--- src/design/ctt_pkg.sv ---
package ctt_pkg;

    localparam int MAX_RESULTS = 3;
    localparam int QUEUE_DEPTH = 4;

    typedef enum logic [3:0] {
        KIND_NUM     = 4'd0,
        KIND_NAME    = 4'd1,
        KIND_RUN_END = 4'd2,
        KIND_EQUALS  = 4'd3,
        KIND_EQEQ    = 4'd4,
        KIND_PLUS    = 4'd5,
        KIND_MINUS   = 4'd6,
        KIND_MUL     = 4'd7,
        KIND_DIV     = 4'd8,
        KIND_POW     = 4'd9,
        KIND_NEG     = 4'd10,
        KIND_DOT     = 4'd11,
        KIND_EOS     = 4'd12,
        KIND_UNKNOWN = 4'd13
    } t_kind;

    typedef enum logic [1:0] {
        RUN_NONE   = 2'd0,
        RUN_NUMBER = 2'd1,
        RUN_NAME   = 2'd2
    } t_run_mode;

    typedef struct packed {
        t_kind       kind;
        logic [7:0]  text;
        logic        first;
    } t_result;

    typedef struct packed {
        logic [1:0]                     count;
        t_result [MAX_RESULTS-1:0]      res;
    } t_bundle;

    typedef struct packed {
        logic full;
        logic empty;
    } t_queue_status;

    localparam logic [7:0] CH_EQUALS = 8'h3D;
    localparam logic [7:0] CH_PLUS   = 8'h2B;
    localparam logic [7:0] CH_MINUS  = 8'h2D;
    localparam logic [7:0] CH_STAR   = 8'h2A;
    localparam logic [7:0] CH_SLASH  = 8'h2F;
    localparam logic [7:0] CH_CARET  = 8'h5E;
    localparam logic [7:0] CH_BANG   = 8'h21;
    localparam logic [7:0] CH_DOT    = 8'h2E;
    localparam logic [7:0] CH_SEMI   = 8'h3B;
    localparam logic [7:0] CH_LF     = 8'h0A;
    localparam logic [7:0] CH_SPACE  = 8'h20;
    localparam logic [7:0] CH_TAB    = 8'h09;
    localparam logic [7:0] CH_CR     = 8'h0D;
    localparam logic [7:0] CH_ZERO   = 8'h30;
    localparam logic [7:0] CH_NINE   = 8'h39;
    localparam logic [7:0] CH_LOW_A  = 8'h61;
    localparam logic [7:0] CH_LOW_Z  = 8'h7A;
    localparam logic [7:0] CH_UP_A   = 8'h41;
    localparam logic [7:0] CH_UP_Z   = 8'h5A;
    localparam logic [7:0] CH_UNDER  = 8'h5F;

    function automatic logic is_digit(input logic [7:0] c);
        return (c >= CH_ZERO) && (c <= CH_NINE);
    endfunction

    function automatic logic is_name_start(input logic [7:0] c);
        return ((c >= CH_LOW_A) && (c <= CH_LOW_Z)) || ((c >= CH_UP_A) && (c <= CH_UP_Z))
            || (c == CH_UNDER);
    endfunction

    function automatic logic is_op(input logic [7:0] c);
        return (c == CH_PLUS) || (c == CH_MINUS) || (c == CH_STAR) || (c == CH_SLASH)
            || (c == CH_CARET) || (c == CH_BANG) || (c == CH_DOT);
    endfunction

    function automatic t_kind op_kind(input logic [7:0] c);
        t_kind k;
        unique case (c)
            CH_PLUS:  k = KIND_PLUS;
            CH_MINUS: k = KIND_MINUS;
            CH_STAR:  k = KIND_MUL;
            CH_SLASH: k = KIND_DIV;
            CH_CARET: k = KIND_POW;
            CH_BANG:  k = KIND_NEG;
            CH_DOT:   k = KIND_DOT;
            default:  k = KIND_UNKNOWN;
        endcase
        return k;
    endfunction

    function automatic logic is_eos(input logic [7:0] c);
        return (c == CH_SEMI) || (c == CH_LF);
    endfunction

    function automatic logic is_blank(input logic [7:0] c);
        return (c == CH_SPACE) || (c == CH_TAB) || (c == CH_CR);
    endfunction

endpackage

--- src/design/char_stream_tokenizer.sv ---
// a character beat's results are registered in the bundle queue before they are offered
// one character beat per cycle while the queue is not full; results leave one beat per cycle
// while output is ready, so an item with n results takes n beats and the queue absorbs bursts
// input ready drops only while the bundle queue between front and back is full
// reset (synchronous, active low) clears run, equals and statement-end state and empties the queue
module char_stream_tokenizer #(
    parameter int QUEUE_DEPTH = ctt_pkg::QUEUE_DEPTH
) (
    input  logic        i_clk,
    input  logic        i_rst_n,
    input  logic        i_s_tvalid,
    output logic        o_s_tready,
    input  logic [7:0]  i_s_tdata,   // [7:0] ch
    input  logic [0:0]  i_s_tuser,   // [0] ch_valid
    input  logic        i_s_tlast,   // end_of_input
    output logic        o_m_tvalid,
    input  logic        i_m_tready,
    output logic [7:0]  o_m_tdata,   // [7:0] text_char
    output logic [4:0]  o_m_tuser,   // [3:0] token_kind, [4] token_first
    output logic        o_m_tlast    // last_of_item
);

    logic                   s_accept, s_push, s_pop;
    ctt_pkg::t_bundle       s_bundle, s_head;
    ctt_pkg::t_queue_status s_status;
    ctt_pkg::t_result       s_result;

    assign o_s_tready = !s_status.full;
    assign s_accept   = i_s_tvalid && o_s_tready;

    ctt_front u_front (
        .i_clk          (i_clk),
        .i_rst_n        (i_rst_n),
        .i_ch           (i_s_tdata),
        .i_ch_valid     (i_s_tuser[0]),
        .i_end_of_input (i_s_tlast),
        .i_accept       (s_accept),
        .o_push         (s_push),
        .o_bundle       (s_bundle)
    );

    ctt_queue #(
        .DEPTH (QUEUE_DEPTH)
    ) u_queue (
        .i_clk    (i_clk),
        .i_rst_n  (i_rst_n),
        .i_push   (s_push),
        .i_data   (s_bundle),
        .i_pop    (s_pop),
        .o_head   (s_head),
        .o_status (s_status)
    );

    ctt_back u_back (
        .i_clk    (i_clk),
        .i_rst_n  (i_rst_n),
        .i_head   (s_head),
        .i_status (s_status),
        .o_pop    (s_pop),
        .o_valid  (o_m_tvalid),
        .i_ready  (i_m_tready),
        .o_result (s_result),
        .o_last   (o_m_tlast)
    );

    assign o_m_tdata = s_result.text;
    assign o_m_tuser = {s_result.first, s_result.kind};

endmodule

--- src/design/ctt_front.sv ---
module ctt_front (
    input  logic               i_clk,
    input  logic               i_rst_n,
    input  logic [7:0]         i_ch,
    input  logic               i_ch_valid,
    input  logic               i_end_of_input,
    input  logic               i_accept,
    output logic               o_push,
    output ctt_pkg::t_bundle   o_bundle
);

    ctt_pkg::t_run_mode r_run, n_run, s_run_mid;
    logic               r_eq, n_eq, s_eq_mid;
    logic               r_lse, n_lse, s_lse_mid;
    logic               s_skip_st, s_skip_out, s_cont, s_lse_end;
    ctt_pkg::t_bundle   s_bundle;

    // results beyond the third are dropped, as on a four-result item
    function automatic ctt_pkg::t_bundle add_result(input ctt_pkg::t_bundle b,
                                                    input ctt_pkg::t_kind kind,
                                                    input logic [7:0] text,
                                                    input logic first);
        ctt_pkg::t_bundle r;
        r = b;
        if (b.count < 2'(ctt_pkg::MAX_RESULTS)) begin
            r.res[b.count].kind  = kind;
            r.res[b.count].text  = text;
            r.res[b.count].first = first;
            r.count              = b.count + 2'd1;
        end
        return r;
    endfunction

    assign s_cont = ctt_pkg::is_digit(i_ch)
                  || ((r_run == ctt_pkg::RUN_NAME) && ctt_pkg::is_name_start(i_ch));

    // next state: state after the character, then end of input clears it all
    always_comb begin
        s_run_mid = r_run;
        s_eq_mid  = r_eq;
        s_lse_mid = r_lse;
        s_skip_st = 1'b0;
        if (i_ch_valid) begin
            if (r_eq) begin
                s_eq_mid  = 1'b0;
                s_lse_mid = 1'b0;
                s_skip_st = (i_ch == ctt_pkg::CH_EQUALS);
            end
            if (!s_skip_st && (r_run != ctt_pkg::RUN_NONE)) begin
                if (s_cont) begin
                    s_skip_st = 1'b1;
                end else begin
                    s_run_mid = ctt_pkg::RUN_NONE;
                end
            end
            if (!s_skip_st) begin
                if (ctt_pkg::is_digit(i_ch)) begin
                    s_run_mid = ctt_pkg::RUN_NUMBER;
                    s_lse_mid = 1'b0;
                end else if (ctt_pkg::is_name_start(i_ch)) begin
                    s_run_mid = ctt_pkg::RUN_NAME;
                    s_lse_mid = 1'b0;
                end else if (i_ch == ctt_pkg::CH_EQUALS) begin
                    s_eq_mid = 1'b1;
                end else if (ctt_pkg::is_op(i_ch)) begin
                    s_lse_mid = 1'b0;
                end else if (ctt_pkg::is_eos(i_ch)) begin
                    s_lse_mid = 1'b1;
                end
            end
        end
        if (i_end_of_input) begin
            n_run = ctt_pkg::RUN_NONE;
            n_eq  = 1'b0;
            n_lse = 1'b0;
        end else begin
            n_run = s_run_mid;
            n_eq  = s_eq_mid;
            n_lse = s_lse_mid;
        end
    end

    // results of one beat
    always_comb begin
        s_bundle   = '0;
        s_skip_out = 1'b0;
        s_lse_end  = s_eq_mid ? 1'b0 : s_lse_mid;
        if (i_ch_valid) begin
            if (r_eq) begin
                if (i_ch == ctt_pkg::CH_EQUALS) begin
                    s_bundle   = add_result(s_bundle, ctt_pkg::KIND_EQEQ, 8'd0, 1'b0);
                    s_skip_out = 1'b1;
                end else begin
                    s_bundle = add_result(s_bundle, ctt_pkg::KIND_EQUALS, 8'd0, 1'b0);
                end
            end
            if (!s_skip_out && (r_run != ctt_pkg::RUN_NONE)) begin
                if (s_cont) begin
                    s_bundle = add_result(s_bundle,
                        (r_run == ctt_pkg::RUN_NUMBER) ? ctt_pkg::KIND_NUM : ctt_pkg::KIND_NAME,
                        i_ch, 1'b0);
                    s_skip_out = 1'b1;
                end else begin
                    s_bundle = add_result(s_bundle, ctt_pkg::KIND_RUN_END, 8'd0, 1'b0);
                end
            end
            if (!s_skip_out) begin
                if (ctt_pkg::is_digit(i_ch)) begin
                    s_bundle = add_result(s_bundle, ctt_pkg::KIND_NUM, i_ch, 1'b1);
                end else if (ctt_pkg::is_name_start(i_ch)) begin
                    s_bundle = add_result(s_bundle, ctt_pkg::KIND_NAME, i_ch, 1'b1);
                end else if (i_ch == ctt_pkg::CH_EQUALS) begin
                    s_bundle = s_bundle;
                end else if (ctt_pkg::is_op(i_ch)) begin
                    s_bundle = add_result(s_bundle, ctt_pkg::op_kind(i_ch), 8'd0, 1'b0);
                end else if (ctt_pkg::is_eos(i_ch)) begin
                    // a pending equals just cleared the suppression
                    if (r_eq || !r_lse) begin
                        s_bundle = add_result(s_bundle, ctt_pkg::KIND_EOS, 8'd0, 1'b0);
                    end
                end else if (!ctt_pkg::is_blank(i_ch)) begin
                    s_bundle = add_result(s_bundle, ctt_pkg::KIND_UNKNOWN, i_ch, 1'b0);
                end
            end
        end
        if (i_end_of_input) begin
            if (s_eq_mid) begin
                s_bundle = add_result(s_bundle, ctt_pkg::KIND_EQUALS, 8'd0, 1'b0);
            end
            if (s_run_mid != ctt_pkg::RUN_NONE) begin
                s_bundle = add_result(s_bundle, ctt_pkg::KIND_RUN_END, 8'd0, 1'b0);
            end
            if (!s_lse_end) begin
                s_bundle = add_result(s_bundle, ctt_pkg::KIND_EOS, 8'd0, 1'b0);
            end
        end
    end

    assign o_bundle = s_bundle;
    assign o_push   = i_accept && (s_bundle.count != 2'd0);

    always_ff @(posedge i_clk) begin
        if (!i_rst_n) begin
            r_run <= ctt_pkg::RUN_NONE;
            r_eq  <= 1'b0;
            r_lse <= 1'b0;
        end else if (i_accept) begin
            r_run <= n_run;
            r_eq  <= n_eq;
            r_lse <= n_lse;
        end
    end

endmodule

--- src/design/ctt_queue.sv ---
module ctt_queue #(
    parameter int DEPTH = ctt_pkg::QUEUE_DEPTH
) (
    input  logic                    i_clk,
    input  logic                    i_rst_n,
    input  logic                    i_push,
    input  ctt_pkg::t_bundle        i_data,
    input  logic                    i_pop,
    output ctt_pkg::t_bundle        o_head,
    output ctt_pkg::t_queue_status  o_status
);

    localparam int PTR_W = (DEPTH > 1) ? $clog2(DEPTH) : 1;
    localparam int CNT_W = $clog2(DEPTH + 1);

    ctt_pkg::t_bundle   r_slot [DEPTH];
    logic [PTR_W-1:0]   r_wr_ptr, r_rd_ptr;
    logic [CNT_W-1:0]   r_count;
    logic               s_full, s_empty;

    assign s_full   = (r_count == CNT_W'(DEPTH));
    assign s_empty  = (r_count == '0);
    assign o_status = '{full: s_full, empty: s_empty};
    assign o_head   = r_slot[r_rd_ptr];

    function automatic logic [PTR_W-1:0] bump(input logic [PTR_W-1:0] p);
        return (p == PTR_W'(DEPTH - 1)) ? '0 : p + PTR_W'(1);
    endfunction

    always_ff @(posedge i_clk) begin
        if (i_push) begin
            r_slot[r_wr_ptr] <= i_data;
        end
    end

    always_ff @(posedge i_clk) begin
        if (!i_rst_n) begin
            r_wr_ptr <= '0;
            r_rd_ptr <= '0;
            r_count  <= '0;
        end else begin
            if (i_push) begin
                r_wr_ptr <= bump(r_wr_ptr);
            end
            if (i_pop) begin
                r_rd_ptr <= bump(r_rd_ptr);
            end
            if (i_push && !i_pop) begin
                r_count <= r_count + CNT_W'(1);
            end else if (i_pop && !i_push) begin
                r_count <= r_count - CNT_W'(1);
            end
        end
    end

    a_no_push_full: assert property (@(posedge i_clk) disable iff (!i_rst_n)
        i_push |-> !s_full)
        else $error("bundle pushed into a full queue");

    a_no_pop_empty: assert property (@(posedge i_clk) disable iff (!i_rst_n)
        i_pop |-> !s_empty)
        else $error("bundle popped from an empty queue");

    a_ptr_match: assert property (@(posedge i_clk) disable iff (!i_rst_n)
        (s_empty || s_full) |-> (r_wr_ptr == r_rd_ptr))
        else $error("queue pointers disagree with fill count");

endmodule

--- src/design/ctt_back.sv ---
module ctt_back (
    input  logic                    i_clk,
    input  logic                    i_rst_n,
    input  ctt_pkg::t_bundle        i_head,
    input  ctt_pkg::t_queue_status  i_status,
    output logic                    o_pop,
    output logic                    o_valid,
    input  logic                    i_ready,
    output ctt_pkg::t_result        o_result,
    output logic                    o_last
);

    logic [1:0] r_idx;
    logic       s_beat;

    assign o_valid  = !i_status.empty;
    assign o_result = i_head.res[r_idx];
    assign o_last   = (r_idx == (i_head.count - 2'd1));
    assign s_beat   = o_valid && i_ready;
    assign o_pop    = s_beat && o_last;

    always_ff @(posedge i_clk) begin
        if (!i_rst_n) begin
            r_idx <= 2'd0;
        end else if (s_beat) begin
            r_idx <= o_last ? 2'd0 : r_idx + 2'd1;
        end
    end

    a_idx_in_bundle: assert property (@(posedge i_clk) disable iff (!i_rst_n)
        o_valid |-> (r_idx < i_head.count))
        else $error("result index beyond bundle count");

endmodule
--- config.mk ---
export PLATFORM = sky130hd
export DESIGN_NAME = char_stream_tokenizer
export DESIGN_NICKNAME = d
export VERILOG_FILES = /design/src/design/ctt_pkg.sv /design/src/design/char_stream_tokenizer.sv /design/src/design/ctt_front.sv /design/src/design/ctt_queue.sv /design/src/design/ctt_back.sv
export SDC_FILE = /design/constraint.sdc
export NUM_CORES = 1
export LEC_CHECK = 0
export ABC_CLOCK_PERIOD_IN_PS = 8600
export BUFFER_PORTS_ARGS = -buffer_cell sky130_fd_sc_hd__buf_2
export CAP_MARGIN = 20
export CELL_PAD_IN_SITES_DETAIL_PLACEMENT = 0
export CELL_PAD_IN_SITES_GLOBAL_PLACEMENT = 2
export CORE_MARGIN = 4
export CORE_UTILIZATION = 49
export CTS_CLUSTER_DIAMETER = 50
export DETAILED_ROUTE_END_ITERATION = 8
export GPL_ROUTABILITY_DRIVEN = 0
export PLACE_DENSITY = 0.82
export SKIP_LAST_GASP = 1
export SLEW_MARGIN = 20
export SYNTH_ARGS = -nofsm -noshare
export SYNTH_HDL_FRONTEND = slang
export SYNTH_SLANG_ARGS = --single-unit
--- constraint.sdc ---
create_clock -name i_clk -period 8.6 [get_ports i_clk]
set_input_delay 1.29 -clock i_clk [delete_from_list [all_inputs] [get_ports i_clk]]
set_output_delay 1.29 -clock i_clk [all_outputs]
set_load 0.005 [all_outputs]
== Yosys cells after proc, flatten, opt, wreduce, memory -nomap -nowiden ==
Memories as Yosys holds them, arrays and structs flattened. A register that Yosys moved wholly into a read port is not among the register bits.
Cells that the tools add are included.
Storage, ports and cells
  register bits after elaboration: 13
  input bits: 14
  output and inout port bits: 16
  memory bits (writable): 164
  word-level logic and storage cells: 246
  memories kept: 1
Memories
  u_queue.r_slot: depth 4, bits a word 41, rd ports 1, clocked after memory_dff 1, wr ports 1, line ctt_queue.sv:16  | ctt_pkg::t_bundle r_slot [DEPTH];
Operators by class
  equal/unequal tests: 20
  $lt $le $gt $ge: 22
  reductions and logical operators: 42
  add/sub/neg operators: 11
  muxes and demuxes: 143
Operators with widths (number)
  $mux 41: 30
  $bwmux 39: 30
  $demux 13 s2: 15
  $mux 13: 6
  $eq 8x6->1 const B: 9
  $mux 9: 5
  $mux 1: 34
  $pmux 4 s7: 1
  $bmux 13 s2: 1
  $eq 8x4->1 const B: 3
  $mux 2: 12
  $mux 4: 6
  $lt 2x3->1 const B: 6
  $logic_and 1x1->1: 17
  $add 2x1->2 const B: 8
  $eq 8x7->1 const B: 2
  $ge 8x7->1 const B: 2
  $le 8x7->1 const B: 2
  $logic_or 1x1->1: 13
  $mux 12: 1
  $ge 2x1->1 const B: 5
  $lt 2x2->1 const B: 5
  $ge 8x6->1 const B: 1
  $le 8x6->1 const B: 1
  11 further kinds: 23

== Logic depth before layout (Yosys ltp) ==
  depth after elaboration: 67
  depth in mapped cells: 15
  depth with buffers taken out: 14

== Modules after synthesis ==
From an unflattened synthesis, not the netlist that was laid out.
Second synthesis, totals
  cell total of the unflattened synthesis: 622
  area total of the unflattened synthesis: 8816.0 um^2
By module, submodules not included
  ctt_queue: area an instance 6439.9 um^2, cells each 261, sequential area each 5104.9 um^2, times used 1
  ctt_front: area an instance 1943.1 um^2, cells each 298, sequential area each 80.1 um^2, times used 1
  ctt_back: area an instance 422.9 um^2, cells each 61, sequential area each 40.0 um^2, times used 1
  char_stream_tokenizer: area an instance 10.0 um^2, cells each 2, sequential area each 0.0 um^2, times used 1

== Least setup slack after synthesis ==
Ideal clock, no wire load.
  path kind: input to register
  from: input i_s_tdata[1]
  to: memory u_queue.r_slot[3][0] (netlist bit), enable pin
  arrival: 4.180 ns
  cell stages on the path: 10
  slack: 4.018 ns
  setup time: 0.402 ns
  data required time: 8.198 ns
  cell sequence: nor3_1 and3_1 clkbuf_1 a21oi_1 inv_1 ha_1 nor2_1 mux2i_2 a31oi_2 and2_1
Between the ends
  word-level cells in the longest chain between the ends: 35
  elaborated cells on any way between the ends: 108
  those cells by class: add/sub: 4; order compare: 10; eq/ne: 14; mux: 57; reduce/logical: 23
RTL lines
  from (decl): line char_stream_tokenizer.sv:13  | input logic [7:0] i_s_tdata,
  $ge 8x7->1 or $le 8x7->1 (tied branches): line ctt_pkg.sv:71  | return ((c >= CH_LOW_A) && (c <= CH_LOW_Z)) || ((c >= CH_UP_A) && (c <= CH_UP_Z))
  $logic_and 1x1->1: line ctt_pkg.sv:71
  $logic_or 1x1->1: line ctt_pkg.sv:71
  $logic_or 1x1->1: line ctt_pkg.sv:72  | || (c == CH_UNDER);
  $logic_and 1x1->1: line ctt_front.sv:35  | || ((r_run == ctt_pkg::RUN_NAME) && ctt_pkg::is_name_start(i_ch));
  $logic_or 1x1->1: line ctt_front.sv:35
  $mux 41: line ctt_front.sv:98  | if (s_cont) begin
  $mux 41: line ctt_front.sv:97  | if (!s_skip_out && (r_run != ctt_pkg::RUN_NONE)) begin
  [20 not listed]
  $mux 41: line ctt_front.sv:25  | if (b.count < 2'(ctt_pkg::MAX_RESULTS)) begin
  $mux 41: line ctt_front.sv:133  | if (!s_lse_end) begin
  $mux 41 (*): line ctt_front.sv:126  | if (i_end_of_input) begin
  $reduce_bool 2->1 (*): line ctt_front.sv:140  | assign o_push = i_accept && (s_bundle.count != 2'd0);
  $logic_and 1x1->1 (*): line ctt_front.sv:140
  via s_push: line char_stream_tokenizer.sv:23  | logic s_accept, s_push, s_pop;
  $mux 1 (*): line ctt_queue.sv:31  | if (i_push) begin
  $mux 1 (implied by the code) (*): line ctt_queue.sv:32  | r_slot[r_wr_ptr] <= i_data;
  to (decl): line ctt_queue.sv:16
The timed path passes the listed nets; every way through them passes the cells marked *. The select of a mux whose other input is x is not followed.

== Final worst setup path ==
  from: input i_s_tdata[1]
  to: register u_queue.r_count[2]
Between the ends
  word-level cells in the longest chain between the ends: 36
  elaborated cells on any way between the ends: 111
  those cells by class: add/sub: 4; order compare: 10; eq/ne: 14; mux: 56; reduce/logical: 27
RTL lines
  $ge 8x7->1 or $le 8x7->1 (tied branches): line ctt_pkg.sv:71
  $logic_and 1x1->1: line ctt_pkg.sv:71
  $logic_or 1x1->1: line ctt_pkg.sv:71
  $logic_or 1x1->1: line ctt_pkg.sv:72
  $logic_and 1x1->1: line ctt_front.sv:35
  $logic_or 1x1->1: line ctt_front.sv:35
  $mux 41: line ctt_front.sv:98
  $mux 41: line ctt_front.sv:97
  [21 not listed]
  $mux 41: line ctt_front.sv:133
  $mux 41 (*): line ctt_front.sv:126
  $reduce_bool 2->1 (*): line ctt_front.sv:140
  $logic_and 1x1->1 (*): line ctt_front.sv:140
  via s_push: line char_stream_tokenizer.sv:23
  $logic_not 1->1: line ctt_queue.sv:50  | end else if (i_pop && !i_push) begin
  $logic_and 1x1->1: line ctt_queue.sv:50
  $reduce_bool 2->1 (no source line)
  to (signal assigned): line ctt_queue.sv:49  | r_count <= r_count + CNT_W'(1);
  to (signal assigned): line ctt_queue.sv:51  | r_count <= r_count - CNT_W'(1);
  to (decl): line ctt_queue.sv:18  | logic [CNT_W-1:0] r_count;
Marks and branches as above.
A chain may end at the register's enable or synchronous reset.

==> impl_metrics.ini <==
[status]
run_status = complete, no violations

[global_route]
grt_busiest_layer = met2
gr-usage-met2 = 0.326
met3_usage = 0.0383
overflow = 0
antenna_found_initial = 0
grt_pass1_wl_microns = 30200
met1_usage = 0.280
grtUsageTotal = 0.201
grt_max_degree = 42
grt_pass1_vias = 5275

[yosys]
yosysMostFrequentCell = edfxtp_1
yosys-top-cells-area = edfxtp_1 (57%), mux4_2 (11%), dfxtp_1 (3.5%)
ys_types = 76
synthCells = 605
yosysTopAreaCell = edfxtp_1
ys.flop_type = edfxtp_1
synth_edf_count = 164
seq_area_frac_synth = 0.603
syn_area_sq_mm = 0.00867
synth.net_count = 629
async_flop_share = 0
ys_warn_count = 0
ys_ff_latch = 179
synth_common_cells = edfxtp_1 (164), mux4_2 (41), nor2_1 (35)
synth_top_cell_area_share = 0.568
avgSynthCellArea_sq_um = 14.3

[place]
portBuffers = 29
dp.cells = 837
dp_hpwl_microns = 12500

[die]
initial_core_util = 0.501
io_pins = 30
rows = 48
fp.dieArea_sq_mm = 0.0199
coreArea_sq_mm = 0.0173
die_y_microns = 141
die-width_microns = 141

[final_layout]
drive_above_1_share = 0.241
area_growth_pct = 11.0
diodes = 0
nNetsFinal = 655
fin_cells = 869

[critical_path]
reg2reg_slack_ns = 4.70
endpoint_kind = flop
cp.arrival_ns = 5.23
cp-start-kind = input pin
crit_required_ns = 8.94
criticalPathCategory = input pin to flop
timing.critical_path.fanout_max = 13

[routing]
dr.pass1.iters = 5
ant_nets = 0
viasPerCell = 6.06
wl_per_cell_microns = 22.2
drc_errors = 0
drtIter0Drc = 366
num_vias = 5266
drt-total-wl_microns = 19300

[sta]
hold_viol_final = 0
rsz0062_at_grt = no
slew_violations = 0
period_needed_ns = 4.89
setup_tns_ns = 0
relSlewSlack = 0.249
fmax_ghz = 0.205
timing.final.crit_share = 0.569
worst_slew_pin_slew_ns = 1.13
holdWs_ns = 0.504
fin_skew_ns = 0.0102
setup_violations = 0

[clocking]
clock_sinks = 179
clk_transition_reported_paths_ns = 0.07
cts_resized = 0
cts_max_level = 4
numCtsBuffers = 17
cts-root-buf = clkbuf_16
clkLatencyLatePin_ns = 0.42
cts_hold_buffers = 0
cts_tree = done
post-cts-setup-buffers = 0
cts_max_path_buffers = 2

[pwr]
p_per_area_mw_per_mm2 = 243
total_power_w = 0.00234
max-vdd-ir-drop_uv = 159
power.leakage_nw = 3.32

[worst_hold_path]
hp-class = flop to flop

[job]
drv_cap = 0
==> cells by family after synthesis <==
logic type                 Yosys count  share of synthesized area
AOI/OAI and AO/OA                  113                     0.0948
xor gates and xnor gates             5                    0.00505
adders and majority gates           11                     0.0166
buffers and inverters               52                     0.0247
DFF                                179                      0.603
muxes                               62                      0.132
and+or+nand+nor                    183                      0.124
==> placed cells by master, fill, tap and decap left out, drive strengths merged, types with 18 or more instances in the layout <==
cell | synthesis | final
a21oi | 22 | 22
and2 | 27 | 27
buf | 13 | 37
edfxtp | 164 | 164
inv | 22 | 30
mux2i | 18 | 18
mux4 | 41 | 41
nand2 | 35 | 35
nand3 | 18 | 18
nor2 | 37 | 37
o21ai | 27 | 27
o22ai | 20 | 20
==> layer usage <==
metal,vias to the layer above,wire [microns]
met1,2662,8600
met5,-,0
li1,2428,-
met2,153,9500
met4,0,314
met3,23,863
==> critical path, stage by stage <==
cell and delay, ns:
buf_2 0.18, nor3_1 0.42, nand3_1 0.25, o21ai_1 0.34, mux2i_1 0.75, o31ai_1 0.20, a31oi_2 0.37, ha_1 0.26
inv_1 0.07, fa_1 0.42, xor2_1 0.17, or3_1 0.30, a21boi_0 0.19
==> flip-flops by register name (all words and copies together), names as in the netlist, named ones only <==
signal            flops
u_front.r_run         2
u_back.r_idx          2
u_queue.r_wr_ptr      2
u_queue.r_count       3
u_front.r_lse         1
u_front.r_eq          1
u_queue.r_slot      164
u_queue.r_rd_ptr      2
==> final cells by class <==
cell class | instances | area, sq um
flip-flops and latches | 179 | 5230
clock buffers | 17 | 425
inverters | 22 | 82.6
clock inverters | 15 | 169
repair buffers | 37 | 205
well taps | 225 | 282
multi-input cells | 374 | 3230
fillers | 1414 | 7670
==> per-stage QoR <==
| step | instance area, sq um | worst slack [ns] | utilization |
|---|---|---|---|
| after floorplan | 8670 | 4.02 | - |
| after global placement | 9030 | 3.45 | 0.522 |
| after detailed placement | 9030 | 3.28 | 0.522 |
| after CTS | 9620 | 3.75 | 0.556 |
| after global routing | 9620 | 3.38 | 0.556 |
| final | 9620 | 3.71 | 0.556 |
==> report_power, final <==
group          leakage [nW]  switching [W]  internal, W
sequential             1.70      0.0000308      0.00105
clock                 0.287       0.000348     0.000414
combinational          1.33       0.000280     0.000220
total                  3.32       0.000660      0.00168
==> worst paths after layout <==
path                        from                   to  depth (start not counted)
max                 i_s_tdata[1]   u_queue.r_count[2]                         13
min          u_queue.r_wr_ptr[1]  u_queue.r_wr_ptr[1]                          2
max reg2reg         u_front.r_eq   u_queue.r_count[2]                         11
min reg2reg  u_queue.r_wr_ptr[1]  u_queue.r_wr_ptr[1]                          2
No activity file was read; power rests on OpenSTA's default activity.
